==> config.mk <==
export PLATFORM = sky130hd
export DESIGN_NAME = rgba_fade_ramp_flat
export DESIGN_NICKNAME = d
export VERILOG_FILES = /design/src/design/rfr_pkg.sv /design/src/design/rfr_stream_if.sv /design/src/design/rfr_lane.sv /design/src/design/rfr_merge.sv /design/src/design/rgba_fade_ramp.sv /design/src/flat_wrapper.sv
export SDC_FILE = /design/constraint.sdc
export NUM_CORES = 2
export LEC_CHECK = 0
export BUFFER_PORTS_ARGS = -buffer_cell sky130_fd_sc_hd__buf_2
export CORE_MARGIN = 8
export CORE_UTILIZATION = 45
export CTS_CLUSTER_DIAMETER = 40
export DETAILED_ROUTE_END_ITERATION = 7
export SLEW_MARGIN = 20
export SYNTH_ARGS = -nofsm -noshare
export SYNTH_HDL_FRONTEND = slang
export SYNTH_SLANG_ARGS = --single-unit
==> constraint.sdc <==
create_clock -name clk -period 19.8 [get_ports clk]
set_input_delay 0 -clock clk [delete_from_list [all_inputs] [get_ports clk]]
set_output_delay 0 -clock clk [all_outputs]
set_load 0.03 [all_outputs]
==> src/design/rfr_pkg.sv <==
// rfr_pkg: word types, function codes and constants for the RGBA fade ramp.
// Used by the lanes, the merge stage and the top level.
package rfr_pkg;

    localparam logic [1:0] FUNC_TICK       = 2'd0;
    localparam logic [1:0] FUNC_SET        = 2'd1;
    localparam logic [1:0] FUNC_SET_FORCED = 2'd2;
    localparam logic [1:0] FUNC_UNUSED     = 2'd3;

    localparam int        NUM_CHAN  = 4;
    localparam int        FADE_FLOOR = -4;
    localparam logic [7:0] CHAN_MAX = 8'd255;

    typedef struct packed {
        logic [1:0]  func;
        logic [8:0]  dest_red;
        logic [8:0]  dest_green;
        logic [8:0]  dest_blue;
        logic [8:0]  dest_alpha;
        logic [7:0]  start_red;
        logic [7:0]  start_green;
        logic [7:0]  start_blue;
        logic [7:0]  start_alpha;
        logic [15:0] duration;
        logic [3:0]  frames_skipped;
    } in_word_t;

    typedef struct packed {
        logic [7:0] out_red;
        logic [7:0] out_green;
        logic [7:0] out_blue;
        logic [7:0] out_alpha;
        logic       visible;
    } out_word_t;

    typedef struct packed {
        logic load;
        logic step;
    } lane_ctrl_t;

    typedef logic [NUM_CHAN-1:0][7:0] colour_t;

    function automatic logic [7:0] sat_chan(input logic [8:0] v);
        sat_chan = v[8] ? CHAN_MAX : v[7:0];
    endfunction

endpackage

==> src/design/rfr_stream_if.sv <==
// rfr_stream_if: valid/ready channel carrying one word of a given type.
// Depends on nothing; word types come from rfr_pkg at instantiation.
interface rfr_stream_if #(parameter type word_t = logic);
    logic  valid;
    logic  ready;
    word_t data;

    modport source (output valid, output data, input ready);
    modport sink   (input valid, input data, output ready);
endinterface

==> src/design/rfr_lane.sv <==
// rfr_lane: one colour channel; scales the start/dest difference by t and
// divides by the total tick count one quotient bit per cycle. Uses rfr_pkg.
module rfr_lane #(
    parameter int TIME_BITS = 16
) (
    input  logic                  clk,
    input  rfr_pkg::lane_ctrl_t   ctrl,
    input  logic [7:0]            start_col,
    input  logic [7:0]            dest_col,
    input  logic [TIME_BITS-1:0]  t,
    input  logic [TIME_BITS-1:0]  divisor,
    output logic [7:0]            value
);

    localparam int P = 8 + TIME_BITS;

    logic [TIME_BITS-1:0] rem_reg,  rem_next;
    logic [P-1:0]         quo_reg,  quo_next;
    logic                 neg_reg;
    logic                 neg;
    logic [7:0]           mag;
    logic [TIME_BITS:0]   rem_shift;
    logic [TIME_BITS:0]   diff;
    logic                 ge;
    logic [9:0]           sum;

    assign neg       = start_col < dest_col;
    assign mag       = neg ? (dest_col - start_col) : (start_col - dest_col);
    assign rem_shift = {rem_reg, quo_reg[P-1]};
    assign diff      = rem_shift - {1'b0, divisor};
    assign ge        = rem_shift >= {1'b0, divisor};

    always_comb
    begin
        rem_next = rem_reg;
        quo_next = quo_reg;
        if (ctrl.load)
        begin
            rem_next = '0;
            quo_next = {{TIME_BITS{1'b0}}, mag} * {8'd0, t};
        end
        else if (ctrl.step)
        begin
            rem_next = ge ? diff[TIME_BITS-1:0] : rem_shift[TIME_BITS-1:0];
            quo_next = {quo_reg[P-2:0], ge};
        end
    end

    always_ff @(posedge clk)
    begin
        rem_reg <= rem_next;
        quo_reg <= quo_next;
        if (ctrl.load)
        begin
            neg_reg <= neg;
        end
    end

    assign sum = neg_reg ? ({2'b00, dest_col} - {2'b00, quo_reg[7:0]})
                         : ({2'b00, dest_col} + {2'b00, quo_reg[7:0]});

    always_comb
    begin
        if (sum[9])
            value = 8'd0;
        else if (sum[8])
            value = rfr_pkg::CHAN_MAX;
        else
            value = sum[7:0];
    end

endmodule

==> src/design/rfr_merge.sv <==
// rfr_merge: gathers the four lane values into one result word, derives the
// visible flag and holds the word in the output register. Uses rfr_pkg.
module rfr_merge (
    input  logic               clk,
    input  logic               rst_n,
    input  logic               capture,
    input  rfr_pkg::colour_t   colour,
    output logic               can_load,
    rfr_stream_if.source       out_ch
);

    logic                 out_valid_reg, out_valid_next;
    rfr_pkg::out_word_t   out_reg;

    assign can_load = !out_valid_reg || out_ch.ready;

    always_comb
    begin
        out_valid_next = out_valid_reg;
        if (capture)
            out_valid_next = 1'b1;
        else if (out_ch.ready)
            out_valid_next = 1'b0;
    end

    always_ff @(posedge clk or negedge rst_n)
    begin
        if (!rst_n)
            out_valid_reg <= 1'b0;
        else
            out_valid_reg <= out_valid_next;
    end

    always_ff @(posedge clk)
    begin
        if (capture)
        begin
            out_reg.out_red   <= colour[0];
            out_reg.out_green <= colour[1];
            out_reg.out_blue  <= colour[2];
            out_reg.out_alpha <= colour[3];
            out_reg.visible   <= colour[3] != 8'd0;
        end
    end

    assign out_ch.valid = out_valid_reg;
    assign out_ch.data  = out_reg;

endmodule

==> src/design/rgba_fade_ramp.sv <==
// rgba_fade_ramp: top level of the linear RGBA overlay fade.
// Depends on rfr_pkg, rfr_stream_if, rfr_lane and rfr_merge.
//
//   channel  | role   | word                 | handshake
//   ---------+--------+----------------------+-------------------
//   in_ch    | sink   | rfr_pkg::in_word_t   | valid/ready
//   out_ch   | source | rfr_pkg::out_word_t  | valid/ready
//
// A set word gives no result.
// A tick word forms the products when it is accepted, then runs the
// bit-serial dividers of the four lanes in ST_DIV, then loads the output
// register from ST_DONE.
// A finished tick waits in the last step while the output register is full.
// rst_n clears the fade state to a finished fade towards black.
module rgba_fade_ramp #(
    parameter int TIME_BITS = 16
) (
    input  logic          clk,
    input  logic          rst_n,
    rfr_stream_if.sink    in_ch,
    rfr_stream_if.source  out_ch
);

    localparam int P      = 8 + TIME_BITS;
    localparam int CNT_W  = $clog2(P);
    localparam int RT_W   = TIME_BITS + 1;

    localparam logic [1:0] ST_IDLE = 2'd0;
    localparam logic [1:0] ST_DIV  = 2'd1;
    localparam logic [1:0] ST_DONE = 2'd2;

    localparam logic signed [RT_W:0] FLOOR_W = (RT_W + 1)'(rfr_pkg::FADE_FLOOR);

    logic [1:0]                  state_reg, state_next;
    logic [CNT_W-1:0]            cnt_reg,   cnt_next;
    logic signed [RT_W-1:0]      rem_ticks_reg, rem_ticks_next;
    logic [TIME_BITS-1:0]        total_reg, total_next;
    rfr_pkg::colour_t            start_reg, start_next;
    rfr_pkg::colour_t            dest_reg,  dest_next;
    rfr_pkg::colour_t            held_reg,  held_next;

    rfr_pkg::in_word_t           in_w;
    rfr_pkg::colour_t            lane_val;
    rfr_pkg::colour_t            forced_col;
    rfr_pkg::colour_t            dest_in;
    rfr_pkg::lane_ctrl_t         lane_ctrl;
    logic                        accept;
    logic                        capture;
    logic                        can_load;
    logic [TIME_BITS-1:0]        t;
    logic [TIME_BITS-1:0]        dur;
    logic signed [RT_W:0]        rem_wide;
    logic signed [RT_W:0]        dec;

    assign in_w     = in_ch.data;
    assign in_ch.ready = state_reg == ST_IDLE;
    assign accept   = in_ch.valid && in_ch.ready;

    assign forced_col = {in_w.start_alpha, in_w.start_blue, in_w.start_green, in_w.start_red};
    assign dest_in    = {rfr_pkg::sat_chan(in_w.dest_alpha), rfr_pkg::sat_chan(in_w.dest_blue),
                         rfr_pkg::sat_chan(in_w.dest_green), rfr_pkg::sat_chan(in_w.dest_red)};

    assign t   = rem_ticks_reg[RT_W-1] ? '0 : rem_ticks_reg[TIME_BITS-1:0];
    assign dur = TIME_BITS'(in_w.duration);
    assign rem_wide = $signed({rem_ticks_reg[RT_W-1], rem_ticks_reg});
    assign dec = rem_wide
               - $signed((RT_W + 1)'({1'b0, in_w.frames_skipped} + 5'd1));

    assign lane_ctrl.load = accept && (in_w.func == rfr_pkg::FUNC_TICK);
    assign lane_ctrl.step = state_reg == ST_DIV;
    assign capture        = (state_reg == ST_DONE) && can_load;

    always_comb
    begin
        state_next     = state_reg;
        cnt_next       = cnt_reg;
        rem_ticks_next = rem_ticks_reg;
        total_next     = total_reg;
        start_next     = start_reg;
        dest_next      = dest_reg;
        held_next      = held_reg;
        unique case (state_reg)
            ST_IDLE:
            begin
                if (accept)
                begin
                    priority if (in_w.func == rfr_pkg::FUNC_TICK)
                    begin
                        cnt_next   = '0;
                        state_next = ST_DIV;
                        if (rem_wide > FLOOR_W && dec > FLOOR_W)
                            rem_ticks_next = dec[RT_W-1:0];
                        else
                            rem_ticks_next = FLOOR_W[RT_W-1:0];
                    end
                    else if (in_w.func == rfr_pkg::FUNC_SET
                             || in_w.func == rfr_pkg::FUNC_SET_FORCED)
                    begin
                        if (in_w.func == rfr_pkg::FUNC_SET_FORCED)
                        begin
                            held_next  = forced_col;
                            start_next = forced_col;
                        end
                        else
                        begin
                            start_next = held_reg;
                        end
                        dest_next      = dest_in;
                        rem_ticks_next = $signed({1'b0, dur});
                        total_next     = (dur == '0) ? TIME_BITS'(1) : dur;
                    end
                    else
                    begin
                        state_next = ST_IDLE;
                    end
                end
            end
            ST_DIV:
            begin
                cnt_next = cnt_reg + 1'b1;
                if (cnt_reg == CNT_W'(P - 1))
                    state_next = ST_DONE;
            end
            ST_DONE:
            begin
                if (can_load)
                begin
                    held_next  = lane_val;
                    state_next = ST_IDLE;
                end
            end
            default:
            begin
                state_next = ST_IDLE;
            end
        endcase
    end

    always_ff @(posedge clk or negedge rst_n)
    begin
        if (!rst_n)
        begin
            state_reg     <= ST_IDLE;
            cnt_reg       <= '0;
            rem_ticks_reg <= FLOOR_W[RT_W-1:0];
            total_reg     <= TIME_BITS'(1);
            start_reg     <= '0;
            dest_reg      <= '0;
            held_reg      <= '0;
        end
        else
        begin
            state_reg     <= state_next;
            cnt_reg       <= cnt_next;
            rem_ticks_reg <= rem_ticks_next;
            total_reg     <= total_next;
            start_reg     <= start_next;
            dest_reg      <= dest_next;
            held_reg      <= held_next;
        end
    end

    for (genvar c = 0; c < rfr_pkg::NUM_CHAN; c++)
    begin : g_lane
        rfr_lane #(
            .TIME_BITS (TIME_BITS)
        ) u_lane (
            .clk       (clk),
            .ctrl      (lane_ctrl),
            .start_col (start_reg[c]),
            .dest_col  (dest_reg[c]),
            .t         (t),
            .divisor   (total_reg),
            .value     (lane_val[c])
        );
    end

    rfr_merge u_merge (
        .clk      (clk),
        .rst_n    (rst_n),
        .capture  (capture),
        .colour   (lane_val),
        .can_load (can_load),
        .out_ch   (out_ch)
    );

endmodule

==> src/flat_wrapper.sv <==
// flat-port wrapper written by rule: the top's interface ports become plain ports
module rgba_fade_ramp_flat 
#(
    parameter int TIME_BITS = 16
)
  (clk, rst_n, in_ch_valid, in_ch_data, in_ch_ready, out_ch_valid, out_ch_data, out_ch_ready);
  rfr_stream_if #(.word_t(rfr_pkg::in_word_t)) in_ch_i ();
  rfr_stream_if #(.word_t(rfr_pkg::out_word_t)) out_ch_i ();
  input  logic clk;
  input  logic rst_n;
  input wire logic [$bits(in_ch_i.valid)-1:0] in_ch_valid;
  input wire logic [$bits(in_ch_i.data)-1:0] in_ch_data;
  output wire logic [$bits(in_ch_i.ready)-1:0] in_ch_ready;
  output wire logic [$bits(out_ch_i.valid)-1:0] out_ch_valid;
  output wire logic [$bits(out_ch_i.data)-1:0] out_ch_data;
  input wire logic [$bits(out_ch_i.ready)-1:0] out_ch_ready;
  assign in_ch_i.valid = in_ch_valid;
  assign in_ch_i.data = in_ch_data;
  assign in_ch_ready = in_ch_i.ready;
  assign out_ch_valid = out_ch_i.valid;
  assign out_ch_data = out_ch_i.data;
  assign out_ch_i.ready = out_ch_ready;
  rgba_fade_ramp #(.TIME_BITS(TIME_BITS)) u_core (.clk(clk), .rst_n(rst_n), .in_ch(in_ch_i), .out_ch(out_ch_i));
endmodule
[Word level (Yosys, flattened, before mapping)]
Cells that the tools add are included.
Storage, ports and cells
  word-level logic and storage cells: 159
  register bits: 334
  bits of input ports: 94
  output and inout bits: 35
Operators by class
  multiply operators: 4
  $add $sub $neg: 23
  multiplexer cells: 54
  reductions and logical operators: 21
  $lt $le $gt $ge: 10
  equal/unequal tests: 12
  bitwise operators: 1
Operators by type and width (count)
  24-bit 2-to-1 mux: 8
  32-bit 2-to-1 mux: 5
  8-bit 2-to-1 mux: 16
  8-bit by 16-bit multiplier with 24-bit output: 4
  16-bit 2-to-1 mux: 6
  17-bit by 16-bit >= comparator with 1-bit output: 4
  32-bit case mux with 2 select lines: 1
  16-bit subtractor: 4
  8-bit subtractor: 8
  17-bit 2-to-1 mux: 3
  10-bit 2-to-1 mux: 4
  8-bit by 8-bit adder with 9-bit output: 4
  8-bit by 8-bit subtractor with 9-bit output: 4
  8-bit less-than comparator: 4
  18-bit by 3-bit > comparator with 1-bit output, second input constant: 1
  17-bit by 6-bit subtractor with 18-bit output: 1
  17-bit by 3-bit > comparator with 1-bit output, second input constant: 1
  16-bit logical NOT: 1
  2-bit 2-to-1 mux: 5
  5-bit 2-to-1 mux: 2
  5-bit case mux with 2 select lines: 1
  2-bit nonzero test: 5
  2-bit != test, second input constant: 4
  4-bit AND reduction: 2
  17 further kinds: 27

[Depth between registers and ports, before layout]
  depth in word-level cells: 6
  gate-level depth with buffers: 32
  mapped depth without buffers: 31

[Hierarchy]
A second synthesis with hierarchy kept.
Unflattened totals
  cell total of the unflattened synthesis: 4606
  area total of the unflattened synthesis: 40880.5 um^2
Modules (own cells, without submodules)
  rfr_lane at u_core.g_lane[1].u_lane: area an instance 8695.8 um^2, cells each 1044, times used 1
  rfr_lane at u_core.g_lane[3].u_lane: area an instance 8181.6 um^2, cells each 942, times used 1
  rfr_lane at u_core.g_lane[0].u_lane: area an instance 8171.6 um^2, cells each 942, times used 1
  rfr_lane at u_core.g_lane[2].u_lane: area an instance 8107.8 um^2, cells each 934, times used 1
  rgba_fade_ramp: area an instance 6678.9 um^2, cells each 705, times used 1
  rfr_merge: area an instance 1044.8 um^2, cells each 39, times used 1

[Worst setup path before layout]
Ideal clock, no wire load.
  kind: reg-to-reg
  start: register u_core.start_reg[16] (netlist name)
  end: register u_core.g_lane[2].u_lane.quo_reg[23], data pin
  setup slack: 12.073 ns
  period minus slack after synthesis: 7.727 ns
  setup time: 0.270 ns
  data required time: 19.530 ns
  path buffers: 1
  arrival time: 7.458 ns
  stages on the path, launching flop included: 31
  cell sequence: dfrtp_1 inv_1 ha_1 inv_1 fa_1 a21o_1 a211oi_1 o21ai_1 nand2_1 mux2i_1 nand3_1 mux2_2 nand2_1 clkbuf_1 nor2_1 fa_1 fa_1 fa_1 inv_1 fa_1 inv_1 ha_1 a21o_1 or3_1 o221a_2 a31oi_1 a21oi_1 a41o_1 o41ai_1 xnor2_1 o21ai_0
Between the ends
  cells in the longest elaborated chain, start to end: 4
  elaborated cells between the ends (all ways): 6
  classes of those cells: add/sub: 2; mul: 1; order compare: 1; mux: 2
RTL lines
  from (decl): RTL line rgba_fade_ramp.sv:38  | rfr_pkg::colour_t start_reg, start_next;
  from (signal assigned): RTL line rgba_fade_ramp.sv:157  | start_reg <= start_next;
  8-bit less-than comparator: RTL line rfr_lane.sv:27  | assign neg = start_col < dest_col;
  via u_core.g_lane[2].u_lane.neg: RTL line rfr_lane.sv:20  | logic neg;
  8-bit 2-to-1 mux: RTL line rfr_lane.sv:28  | assign mag = neg ? (dest_col - start_col) : (start_col - dest_col);
  8-bit by 16-bit multiplier with 24-bit output: RTL line rfr_lane.sv:40  | quo_next = {{TIME_BITS{1'b0}}, mag} * {8'd0, t};
  24-bit 2-to-1 mux: RTL line rfr_lane.sv:37  | if (ctrl.load)
  via u_core.g_lane[2].u_lane.quo_next[23]: RTL line rfr_lane.sv:18  | logic [P-1:0] quo_reg, quo_next;
  to (signal assigned): RTL line rfr_lane.sv:52  | quo_reg <= quo_next;
  to (decl): RTL line rfr_lane.sv:18
The timed path passes the listed nets, and every way through them passes these cells.
A chain may end at the register's enable or synchronous reset.

[Worst setup path in the final report]
  start: register u_core.dest_reg[25] (netlist name)
  end: register u_core.g_lane[3].u_lane.quo_reg[21], data pin
Between the ends
  cells in the longest elaborated chain, start to end: 4
  elaborated cells between the ends (all ways): 6
  classes of those cells: add/sub: 2; mul: 1; order compare: 1; mux: 2
RTL lines
  from (decl): RTL line rgba_fade_ramp.sv:39  | rfr_pkg::colour_t dest_reg, dest_next;
  from (signal assigned): RTL line rgba_fade_ramp.sv:158  | dest_reg <= dest_next;
  8-bit less-than comparator: RTL line rfr_lane.sv:27
  via u_core.g_lane[3].u_lane.neg: RTL line rfr_lane.sv:20
  8-bit 2-to-1 mux: RTL line rfr_lane.sv:28
  8-bit by 16-bit multiplier with 24-bit output: RTL line rfr_lane.sv:40
  24-bit 2-to-1 mux: RTL line rfr_lane.sv:37
  via u_core.g_lane[3].u_lane.quo_next[21]: RTL line rfr_lane.sv:18
  to (signal assigned): RTL line rfr_lane.sv:52
  to (decl): RTL line rfr_lane.sv:18
The timed path passes the listed nets, and every way through them passes these cells.

==> impl_metrics.tcl <==
set metrics [dict create \
    syn-num-nets 5295 \
    finalCritPeriodShare_pct 45.2 \
    slew_headroom_pct 24.2 \
    wire_per_inst_um 18.6 \
    ys_seq_elements 334 \
    rsz0062_at_grt "no" \
    cpPeakStageDelay_ns 0.91 \
    r2r_end "u_core.g_lane[3].u_lane.quo_reg[21]$_DFFE_PP_" \
    wl_met3_mm 7.50 \
    dr.max_layer_used "met4" \
    seq_area_um2 8720 \
    insertion_delay_ns 0.63 \
    setup_viol 0 \
    reg2reg_slack_ns 10.86 \
    largest_reg_flops 96 \
    hold_path_class "in2async" \
    slowest_stage "a221oi_1" \
    track_usage_pct 22.7 \
    vias 32100 \
    async_flop_share_pct 41.0 \
    yosysTopAreaCell "fa_1" \
    dr.pass1.iters 5 \
    tns_ns 0 \
    start_util_pct 45.3 \
    yosys_warnings 0 \
    yosys_most_used_dff "edfxtp_1" \
    synth_edf_count 133 \
    crit_path_frequent_cell "fa_1" \
    ys_seq_area_share_pct 22.6 \
    die_h_um 309 \
    finalMaxSlewViolations 0 \
    timing.rr.start "u_core.dest_reg[25]$_DFFE_PN0P_" \
    timing.critical_path.fanout_max 13 \
    stdcell_area_um2 44300 \
    hold_ws_ns 0.0596 \
    cts_root_buffer "clkbuf_16" \
    gp_congestion 0.874 \
    grt_max_degree 94 \
    yosys.area.top_type_share_pct 18.5 \
    syn_area_per_cell_um2 8.64 \
    grt_first_pass_wirelength_mm 175 \
    vias_per_cell 5.49 \
    r2r_cells 27 \
    status "finished, final reports clean" \
    dp_hpwl_mm 80.9 \
    tritoncts "built" \
    fmax_mhz 112 \
    met2WireLength_mm 47.3 \
    endpoint_kind "register" \
    multi_input_area_um2 26800 \
    crit_type "reg2reg" \
    syn_area_um2 38600 \
    ys_top_cells_by_count "inv_1, nor2_1, ha_1, fa_1, o21ai_0" \
    rows 107 \
    drv_cap 0 \
    drive_above_1_share_pct 9.63 \
    grt_pass1_vias 31700 \
    ys_types 88 \
    required_ns 20.14 \
    critical_path.startpoint_type "register" \
    crit_arrival_ns 9.28 \
    drt-initial-drc-count 2487 \
    ctsLongestPathBuffers 3 \
    cp-endpoint "u_core.g_lane[3].u_lane.quo_reg[21]$_DFFE_PP_" \
    placed_area_um2 40400 \
    clkTransAtPathRegs_ns 0.05 \
    fp.coreArea_um2 85100 \
    cts.sinks 334 \
    fillers 7943 \
    fin_nets 5462 \
    cts_made_buffers 78 \
    wl_mm 109 \
    syn-instance-count 4470 \
    antenna_found_initial 1 \
    ios 129 \
    synthTopCellsByArea "fa_1, ha_1, edfxtp_1" \
    tightest_slew_ns 1.12 \
    hold_viol 0 \
    die_x_um 309 \
    grt_overflow 0 \
    die-area_um2 95400 \
    fin_skew_ns 0.0397 \
    setup.worst_path.start "u_core.dest_reg[25]$_DFFE_PN0P_" \
    final_util_pct 52.0 \
    htree_levels 3 \
    drc 0 \
    synth_most_common_cell "inv_1" \
    post-route-min-period_ns 8.94 \
    met1_length_mm 51.5 \
    ant_nets 0 \
    syn2layout_area_growth_pct 14.8 \
    io_buffers 128 \
]
==> stage by stage <==
stage,std cells,setup WS [ns]
4_1_cts,5846,11.09
3_3_place_gp,5583,11.28
5_1_grt,5846,10.33
6_report,5847,10.86
3_5_place_dp,5584,11.14
2_1_floorplan,4470,12.07
==> cell families (layout without fill, tap and decap cells) <==
| logic type | count (synthesis) | count (layout) | synth area share [%] |
|---|---|---|---|
| buffers and inverters | 827 | 1059 | 8.14 |
| AND/OR/NAND/NOR | 1315 | 1315 | 15.7 |
| flip-flops | 334 | 334 | 22.6 |
| XOR/XNOR | 172 | 172 | 3.90 |
| AO/OA/AOI/OAI | 980 | 980 | 16.2 |
| other | 0 | 1 | 0 |
| adder cells (fa/ha/maj) | 731 | 731 | 30.6 |
| multiplexers | 111 | 111 | 2.89 |
==> timing repair <==
item	CTS	global route
hold endpoints to repair	223	0
resized for setup	0	0
hold buffers	117	0
buffers inserted	0	0
==> layer usage <==
layer  vias to the layer above  GRT usage, %
met1                     15700          33.2
li1                      15400             -
met3                       148          3.49
met5                         -             0
met4                         0          6.17
met2                       916          35.0
==> layout make-up <==
type,count,share of cell area (%)
multi-input cells,3309,60.6
flip-flops and latches,334,19.7
repair buffers,308,5.17
inverters,606,5.14
clock buffers,92,4.93
well taps,1144,3.23
clock inverters,53,1.27
diodes,1,0.00565
==> how the worst min path moves through the flow <==
stage | startpoint | end | slack (ns) | cells past startpoint
after CTS | rst_n | u_core.cnt_reg[1]$_DFFE_PN0P_ | 0.06 | 2
final | rst_n | u_core.cnt_reg[4]$_DFFE_PN0P_ | 0.06 | 2
after global routing | rst_n | u_core.cnt_reg[1]$_DFFE_PN0P_ | 0.13 | 2
after detailed placement | rst_n | u_core.cnt_reg[4]$_DFFE_PN0P_ | 0.18 | 1
after global placement | rst_n | u_core.cnt_reg[4]$_DFFE_PN0P_ | 0.18 | 1
after floorplan | rst_n | u_core.cnt_reg[0]$_DFFE_PN0P_ | -0.30 | 0
==> placed cells by master (no fill, tap or decap), drive strengths merged, types with 98 or more instances in the layout <==
master / synthesis / routed
dlygate4sd3: 0 / 117
nor2: 546 / 546
fa: 357 / 357
buf: 30 / 191
mux2i: 106 / 106
edfxtp: 133 / 133
a21oi: 183 / 183
xnor2: 98 / 98
ha: 374 / 374
dfrtp: 121 / 121
inv: 605 / 616
o21ai: 348 / 348
nand2: 297 / 297
==> critical path, delay by kind of cell (launching register included) <==
kind,cells,cell delay (ns)
DFF,1,0.43
AOI/OAI and AO/OA,12,3.19
buffers and inverters,3,0.28
adders and majority gates,6,2.88
and+or+nand+nor,4,1.36
muxes,1,0.38
xor gates and xnor gates,1,0.15
Power is left out: the tool's default activity adds up to more than one toggle a clock period on the data nets, which glitch-free logic cannot reach.
